`src/sv/tbmq_ram.sv`:
```
// Generic single-write, single-read RAM with registered read data.
// Read data holds while no read is issued. No dependencies.
module tbmq_ram #(
    parameter int WIDTH = 8,
    parameter int DEPTH = 16
) (
    input  logic                     aclk,
    input  logic                     we,
    input  logic [$clog2(DEPTH)-1:0] waddr,
    input  logic [WIDTH-1:0]         wdata,
    input  logic                     re,
    input  logic [$clog2(DEPTH)-1:0] raddr,
    output logic [WIDTH-1:0]         rdata
);

    logic [WIDTH-1:0] mem [DEPTH];
    logic [WIDTH-1:0] rdata_reg;

    always_ff @(posedge aclk) begin
        if (we) begin
            mem[waddr] <= wdata;
        end
        if (re) begin
            rdata_reg <= mem[raddr];
        end
    end

    assign rdata = rdata_reg;

endmodule

```
`config.mk`:
```
export PLATFORM = sky130hd
export DESIGN_NAME = tbmq_ram
export DESIGN_NICKNAME = d
export VERILOG_FILES = /design/src/sv/tbmq_ram.sv
export SDC_FILE = /design/constraint.sdc
export NUM_CORES = 1
export LEC_CHECK = 0
export ABC_AREA = 1
export BUFFER_PORTS_ARGS = -buffer_cell sky130_fd_sc_hd__buf_2
export CAP_MARGIN = 5
export CORE_UTILIZATION = 34
export DETAILED_ROUTE_END_ITERATION = 8
export PLACE_DENSITY = 0.48
export SYNTH_ARGS = -nofsm -noshare
export SYNTH_HDL_FRONTEND = slang
export SYNTH_SLANG_ARGS = --single-unit
```
`constraint.sdc`:
```
create_clock -name aclk -period 3.07 [get_ports aclk]
set_input_delay 0.4605 -clock aclk [delete_from_list [all_inputs] [get_ports aclk]]
set_output_delay 0.4605 -clock aclk [all_outputs]
set_load 0.01 [all_outputs]
```
# Word level (Yosys, flattened, before mapping)
# Memories as Yosys holds them, arrays and structs flattened. A register that Yosys moved wholly into a read port is not among the register bits.
# Cells that the tools add are included.
# word_totals
ff_bits	0
ram_bits	128
in_bits	19
out_inout_bits	8
memories	1
# mem_list
name	words	word_bits	rd	rd_clocked_by_memory_dff	wr	line_no	rtl
mem	16	8	1	1	1	16	logic [WIDTH-1:0] mem [DEPTH];
# classes
muxes	2
# ops
operator	n
2-to-1 mux 1 bit	2

# Longest topological paths before layout
# Gate-level depths: netlist of the first run.
# logic_depth
word_depth	2
depth_mapped	8

# Worst setup path before layout of the first run
# OpenSTA, ideal clock, no wires.
# synth_path
path_kind	input -> register
startpoint	input waddr[2]
endpoint	memory mem[10][0] (enable)
setup_ns	0.370
arrival_ns	1.041
required_ns	2.700
setup_slack_ns	1.659
cell_stages	2
path_buffers	0
cell_sequence	nand3b_1 > nor2_1
# synth_lines
element	line_no	rtl
start: declaration	9	input logic [$clog2(DEPTH)-1:0] waddr,
end: declaration	16	
# Straight into the memory's write port.

==> results of run 1 <==
-- worst max-delay path, cell delays in order --
cell and delay [ns]:
buf_2 0.53, inv_2 0.46, nand3_1 0.21, nand3_1 0.12
nand3_1 0.16, nand2_1 0.08
-- metal layers --
metal / track usage, % / vias up / wire length (um)
met5: 0 / - / 0
met4: 7.20 / 0 / 251
met3: 3.50 / 21 / 802
met2: 24.3 / 120 / 5940
met1: 25.2 / 1785 / 6880
li1: - / 1833 / -
-- final cells by class --
type | instances | area, um^2
fillers | 1637 | 9930
flip-flops and latches | 136 | 4080
multi-input cells | 289 | 1210
clock buffers | 19 | 433
inverters | 102 | 383
well taps | 220 | 275
clock inverters | 13 | 226
repair buffers | 28 | 158
-- power groups by stage --
| stage | clock network, mW | registers [mW] | logic (mW) |
|---|---|---|---|
| finish | 2.29 | 2.10 | 0.251 |
| global route | 2.39 | 2.11 | 0.281 |
| floorplan | 0 | 2.14 | 0.147 |
| global placement | 0 | 2.14 | 0.252 |
| detailed placement | 0 | 2.14 | 0.252 |
| CTS | 2.31 | 2.10 | 0.253 |
-- worst max-delay path by stage --
stage / from / endpoint / slack, ns / cells after the start
after floorplan: waddr[2] / mem[10][0]$_DFFE_PP_ / 1.66 / 2
after global placement: raddr[1] / rdata[7]$_DFFE_PP_ / 0.77 / 6
after detailed placement: raddr[1] / rdata[7]$_DFFE_PP_ / 0.72 / 6
after CTS: raddr[1] / rdata[7]$_DFFE_PP_ / 1.17 / 6
after global routing: raddr[1] / rdata[4]$_DFFE_PP_ / 1.05 / 6
final: raddr[1] / rdata[7]$_DFFE_PP_ / 1.17 / 6
-- logic make-up after synthesis --
group	Yosys count	share of synthesized area (%)
buffers and inverters	126	9.39
AND/OR/NAND/NOR	289	20.8
flip-flops	136	69.8
-- cells in the final DEF (no fill, tap or decap), drive strengths merged, types with 5 or more instances in the layout --
cell    count
nand2     173
bufinv      6
buf        28
nand3      97
clkinv      5
inv       102
edfxtp    136
nor2       17
clkbuf     19
==> summary.txt, run 1 <==
Logic synthesis
  – Mapped Area: 5850 um^2
  – Synth Area per Inst: 10.6 um^2
  – Ranking of synthesized cells by area: edfxtp_1, nand2_1, nand3_1
  – Post-synth ARST share: 0%
  – Yosys top cell area share: 69.8%
  – Synth warn: 0
  – Syn Nets: 570
  – Post-Synthesis Cells: 551
  – Synth cell count leaders: nand2_1, edfxtp_1, inv_1
  – Leading area contributor after synthesis: edfxtp_1
  – Prevailing post-synth register cell: edfxtp_1
  – Most numerous cell in the Yosys netlist: nand2_1
  – Synth unique cells: 11
  – Flops & latches, synth: 136
  – Seq/Total Area, Yosys: 69.8%
  – Post-synth EDFFs: 136

Critical path
  – Startpoint types: input pin
  – CP Max Fanout: 33
  – Reg2Reg Depth: 6
  – Reg2reg end: rdata[7]$_DFFE_PP_
  – Crit end category: flop
  – FF-to-FF Start: mem[1][7]$_DFFE_PP_
  – Internal reg-to-reg setup slack: 1.85 ns
  – WP data arrival: 2.07 ns
  – Kind of critical path: input pin to flop
  – Worst Path Required: 3.24 ns

Placed design
  – DP HPWL: 8400 um
  – Place WS: 0.722 ns
  – Final Wtd Congestion: 0.775
  – I/O Buffers: 26
  – DP Area: 6110 um^2
  – Post-Place Cells: 775

Floorplanning
  – Die width: 133 um
  – Core area: 16,700 um^2
  – Die footprint: 17,700 um^2
  – Num ports: 27
  – # rows: 47
  – Initial core utilization: 35.0%
  – Die Ht: 133 um

Min path
  – Hold Crit Class: input pin to flop
  – WHS Path Cells: 1
  – WHS Endpoint: rdata[2]$_DFFE_PP_
  – Hold_sp: re

Cells and area
  – Nets: 593
  – Cell Count, Final, Fillers Out: 807
  – Final instance area: 6770 um^2
  – Number of flip-flops in the largest register: 128
  – Area Growth Syn to Fin: 15.8%
  – Final core occ: 40.6%
  – N_diodes: 0
  – Ratio of cells with drive above 1 in the final layout: 10.1%

Clock network
  – Clock-pin slew on the worst setup and hold paths: 0.06 ns
  – CTS Sinks: 136
  – CTS HTree Levels: 4
  – Setup Buffers After CTS: 0
  – Hold Buf Count CTS: 0
  – CTS Buffer Depth: 2
  – TritonCTS buffer count: 17
  – Root Buffer: clkbuf_16
  – CTS tree: built
  – Skew-Pair Late Insertion Delay: 0.42 ns
  – PostCTS Resize Cnt: 0

Pwr
  – Clock power share: 49.3%
  – Peak supply drop: 0.393 mV
  – Seq pwr share: 45.3%
  – Power Internal: 3.68 mW
  – Switch share: 20.8%
  – P_sw: 968 uW
  – Comb pwr share: 5.4%
  – Pwr Total: 4.64 mW
  – Pwr Density: 686 nW/um^2
  – LEAKAGE: 2.86 nW

Timing
  – Total Neg Setup Slack: 0 ns
  – Skew final: 0.00447 ns
  – Final period util: 61.9%
  – Final Critical Period: 1.90 ns
  – Setup WS post-layout: 1.17 ns
  – Final setup fails: 0
  – Highest Clock Rate: 0.526 GHz
  – Hold Vio Cnt, Final: 0
  – Fin. max-slew vios: 0
  – Hold_ws: 0.411 ns
  – Relative slew slack: 41.0%
  – Unrepaired setup endpoints after global routing: no
  – Slew @ Worst Pin: 0.882 ns

GRT
  – Largest net degree at the start of global routing: 65
  – GRT Util Overall: 17.1%
  – Antenna violations before repair: 0
  – Vias in the first global route: 3,629
  – Total grt overflow: 0
  – First-pass GRT wire length: 21,700 um

Drt
  – Vias per cell: 4.66
  – Via count: 3,759
  – DR WL/cell: 17.2 um
  – Residual DRC: 0
  – Drt total wl: 13,900 um
  – DR pass1 iterations: 4
  – Post-route ant nets: 0
  – Iteration-0 DRC Markers: 415

Run status
  – Run status: complete, no violations

Run
  – Max-Cap Viols: 0
Power figures use the tool's default switching activity.
==> run 2, diff against run 1 <==
--- a/config.mk
+++ b/config.mk
@@ -5,7 +5,7 @@
 export SDC_FILE = /design/constraint.sdc
 export NUM_CORES = 1
 export LEC_CHECK = 0
-export ABC_AREA = 1
+export ABC_AREA = 0
 export BUFFER_PORTS_ARGS = -buffer_cell sky130_fd_sc_hd__buf_2
 export CAP_MARGIN = 5
 export CORE_UTILIZATION = 34
==> constraint.sdc (replaced) <==
create_clock -name aclk -period 2 [get_ports aclk]
set_input_delay 0.3 -clock aclk [delete_from_list [all_inputs] [get_ports aclk]]
set_output_delay 0.3 -clock aclk [all_outputs]
set_load 0.01 [all_outputs]
==> summary.txt, run 2 <==
Critical path
  – Worst Path Required: 2.16 ns (was 3.24 ns)
  – Bufs and invs on worst path: 0 (was 2)
  – Internal reg-to-reg setup slack: 0.51 ns (was 1.85 ns)
  – Reg2reg end: rdata[0]$_DFFE_PP_ (was rdata[7]$_DFFE_PP_)
  – Crit end category: flop (unchanged)
  – Kind of critical path: flop to flop (was input pin to flop)
  – CP Max Fanout: 1 (was 33)
  – WP data arrival: 1.65 ns (was 2.07 ns)
  – FF-to-FF Start: mem[1][0]$_DFFE_PP_ (was mem[1][7]$_DFFE_PP_)
  – Max incr delay on CP: 0.51 ns (was 0.53 ns)
  – CP max-delay cell: mux4_1 (was buf_2)
  – Family with the most delay on the worst path: multiplexers (was buffers and inverters)
  – Startpoint types: flop (was input pin)
  – WP depth: 3 (was 6)
  – Reg2Reg Depth: 3 (was 6)
  – Worst path cell trace: mux4_1 -> a22oi_1 -> nand2_1 (was buf_2 -> inv_2 -> nand3_1 -> nand3_1 -> nand3_1 -> nand2_1)

Timing
  – Relative slew slack: 70.7% (was 41.0%)
  – Final setup fails: 0 (unchanged)
  – Total Neg Setup Slack: 0 ns (unchanged)
  – Unrepaired setup endpoints after global routing: no (unchanged)
  – Hold Vio Cnt, Final: 0 (unchanged)
  – Fin. max-slew vios: 0 (unchanged)
  – Skew final: 0.00651 ns (was 0.00447 ns)
  – Highest Clock Rate: 0.669 GHz
  – Slew @ Worst Pin: 0.439 ns (was 0.882 ns)
  – Final period util: 74.7%
  – Final Critical Period: 1.49 ns
  – Setup WS post-layout: 0.506 ns (was 1.17 ns)

Pwr
  – P_sw: 1.32 mW (was 968 uW)
  – Switch share: 18.8% (was 20.8%)
  – Pwr Density: 1100 nW/um^2 (was 686 nW/um^2)
  – Peak supply drop: 0.547 mV (was 0.393 mV)
  – Power Internal: 5.67 mW (was 3.68 mW)
  – Clock power share: 49.3% (about the same)
  – Comb pwr share: 4.5% (was 5.4%)
  – Pwr Total: 6.99 mW (was 4.64 mW)
  – Seq pwr share: 46.2% (was 45.3%)
  – LEAKAGE: 2.16 nW (was 2.86 nW)

Drt
  – DR WL/cell: 22.4 um (was 17.2 um)
  – Post-route ant nets: 0 (unchanged)
  – Residual DRC: 0 (unchanged)
  – Iteration-0 DRC Markers: 190 (was 415)
  – Drt total wl: 10,900 um (was 13,900 um)
  – Vias per cell: 5.04 (was 4.66)
  – DR pass1 iterations: 4 (unchanged)
  – Via count: 2,443 (was 3,759)

Logic synthesis
  – Synth cell count leaders: edfxtp_1, mux4_2, a22oi_1 (was nand2_1, edfxtp_1, inv_1)
  – Post-synth ARST share: 0% (unchanged)
  – Mux cell area share after synthesis: 14.8% (was 0%)
  – Mapped Area: 5230 um^2 (was 5850 um^2)
  – Yosys top cell area share: 78.1% (was 69.8%)
  – Post-synthesis simple-gate area fraction: 3.14% (was 20.8%)
  – Synth unique cells: 18 (was 11)
  – Largest family of logic cells by synthesized area: multiplexers (was simple AND/OR/NAND/NOR gates)
  – Post-Synthesis Cells: 229 (was 551)
  – Ranking of synthesized cells by area: edfxtp_1, mux4_2, mux4_1 (was edfxtp_1, nand2_1, nand3_1)
  – Post-Synth XOR/XNOR Area: 0% (unchanged)
  – Synth Area per Inst: 22.8 um^2 (was 10.6 um^2)
  – Adder-Cell Fraction of Synth Area: 0% (unchanged)
  – Synth warn: 0 (unchanged)
  – Post-synth EDFFs: 136 (unchanged)
  – Seq/Total Area, Yosys: 78.1% (was 69.8%)
  – Compound-Gate Fraction of Synth Area: 2.30% (was 0%)
  – Flops & latches, synth: 136 (unchanged)
  – Leading area contributor after synthesis: edfxtp_1 (unchanged)
  – Prevailing post-synth register cell: edfxtp_1 (unchanged)
  – Most numerous cell in the Yosys netlist: edfxtp_1 (was nand2_1)
  – Syn Nets: 248 (was 570)

Cells and area
  – Cell Count, Final, Fillers Out: 485 (was 807)
  – N_diodes: 0 (unchanged)
  – Final instance area: 6380 um^2 (was 6770 um^2)
  – Number of flip-flops in the largest register: 128 (unchanged)
  – Commonest non-fill, non-tap cell in the layout: edfxtp_1 (was nand2_1)
  – Ratio of cells with drive above 1 in the final layout: 32.6% (was 10.1%)
  – Area Growth Syn to Fin: 22.0% (was 15.8%)
  – Nets: 307 (was 593)
  – Most frequent cells in the layout: edfxtp_1, buf_2, buf_4 (was nand2_1, edfxtp_1, inv_1)

Clock network
  – TritonCTS buffer count: 17 (unchanged)
  – CTS Sinks: 136 (unchanged)
  – CTS Buffer Depth: 2 (unchanged)
  – Root Buffer: clkbuf_16 (unchanged)
  – Hold Buf Count CTS: 0 (unchanged)
  – CTS HTree Levels: 4 (unchanged)
  – PostCTS Resize Cnt: 0 (unchanged)
  – Setup Buffers After CTS: 0 (unchanged)
  – CTS tree: built (unchanged)
  – Clock-pin slew on the worst setup and hold paths: 0.06 ns (about the same)
  – Skew-Pair Late Insertion Delay: 0.41 ns (was 0.42 ns)

Run
  – Max-Cap Viols: 0 (unchanged)

Placed design
  – I/O Buffers: 26 (unchanged)
  – Final Wtd Congestion: 0.689 (was 0.775)
  – DP HPWL: 7040 um (was 8400 um)
  – Place WS: 0.0893 ns (was 0.722 ns)
  – DP Area: 5720 um^2 (was 6110 um^2)
  – Post-Place Cells: 453 (was 775)

GRT
  – GR Layer Usage met1: 21.4% (was 25.2%)
  – Antenna violations before repair: 0 (unchanged)
  – Vias in the first global route: 2,586 (was 3,629)
  – Total grt overflow: 0 (unchanged)
  – Routing usage on met2: 22.3% (was 24.3%)
  – Busiest grt layer: met2 (was met1)
  – GRT Util Overall: 15.1% (was 17.1%)
  – Largest net degree at the start of global routing: 23 (was 65)
  – First-pass GRT wire length: 16,500 um (was 21,700 um)
  – Met3 GRT Util: 4.38% (was 3.50%)

Floorplanning
  – Initial core utilization: 35.4% (was 35.0%)
  – # rows: 44 (was 47)
  – Die footprint: 15,900 um^2 (was 17,700 um^2)
  – Core area: 14,800 um^2 (was 16,700 um^2)
  – Die Ht: 126 um (was 133 um)
  – Die width: 126 um (was 133 um)
  – Num ports: 27 (unchanged)

Min path
  – WHS Endpoint: rdata[0]$_DFFE_PP_ (was rdata[2]$_DFFE_PP_)
  – Hold_sp: re (unchanged)
  – Hold Crit Class: input pin to flop (unchanged)
  – WHS Path Cells: 1 (unchanged)

Run status
  – Run status: complete, no violations (unchanged)
==> run 2: per-stage QoR <==
stage | hold WS [ns] | utilization, %
2_1_floorplan | 0.399 | -
3_3_place_gp | 0.699 | 38.8
3_5_place_dp | 0.691 | 38.8
4_1_cts | 0.251 | 43.2
5_1_grt | 0.263 | 43.2
6_report | 0.270 | 43.2
==> run 2: per-layer routing <==
layer / part of all wire [%] / vias to the layer above / routed length [um]
li1: - / 1104 / -
met1: 49 / 1280 / 5320
met2: 47 / 51 / 5120
met3: 3.2 / 8 / 351
met4: 0.78 / 0 / 85
met5: 0 / - / 0
==> run 2: area by class of cell <==
| class | instances | area (um^2) |
|---|---|---|
| clock buffers | 18 | 429 |
| clock inverters | 14 | 229 |
| fillers | 1313 | 8380 |
| multi-input cells | 83 | 1060 |
| flip-flops and latches | 136 | 4080 |
| well taps | 184 | 230 |
| repair buffers | 50 | 348 |
==> run 2: worst max path at each step <==
stage	to	startpoint	slack, ns
final	rdata[0]$_DFFE_PP_	mem[1][0]$_DFFE_PP_	0.51
after global routing	rdata[5]$_DFFE_PP_	mem[1][5]$_DFFE_PP_	0.45
after CTS	rdata[0]$_DFFE_PP_	mem[1][0]$_DFFE_PP_	0.48
after detailed placement	rdata[0]$_DFFE_PP_	raddr[0]	0.09
after global placement	rdata[0]$_DFFE_PP_	raddr[0]	0.12
after floorplan	mem[0][0]$_DFFE_PP_	waddr[2]	0.21
==> run 2: kinds of logic after synthesis <==
kind of cell | Yosys count
AOI/OAI and AO/OA | 16
buffers and inverters | 10
DFF | 136
muxes | 32
and+or+nand+nor | 35
==> run 2: power by group through the flow <==
stage          Combinational (mW)  Clock (mW)  Sequential (mW)
5_1_grt                     0.342        3.63             3.23
4_1_cts                     0.321        3.52             3.23
2_1_floorplan               0.162           0             3.29
3_3_place_gp                0.316           0             3.29
6_report                    0.311        3.44             3.23
3_5_place_dp                0.321           0             3.29
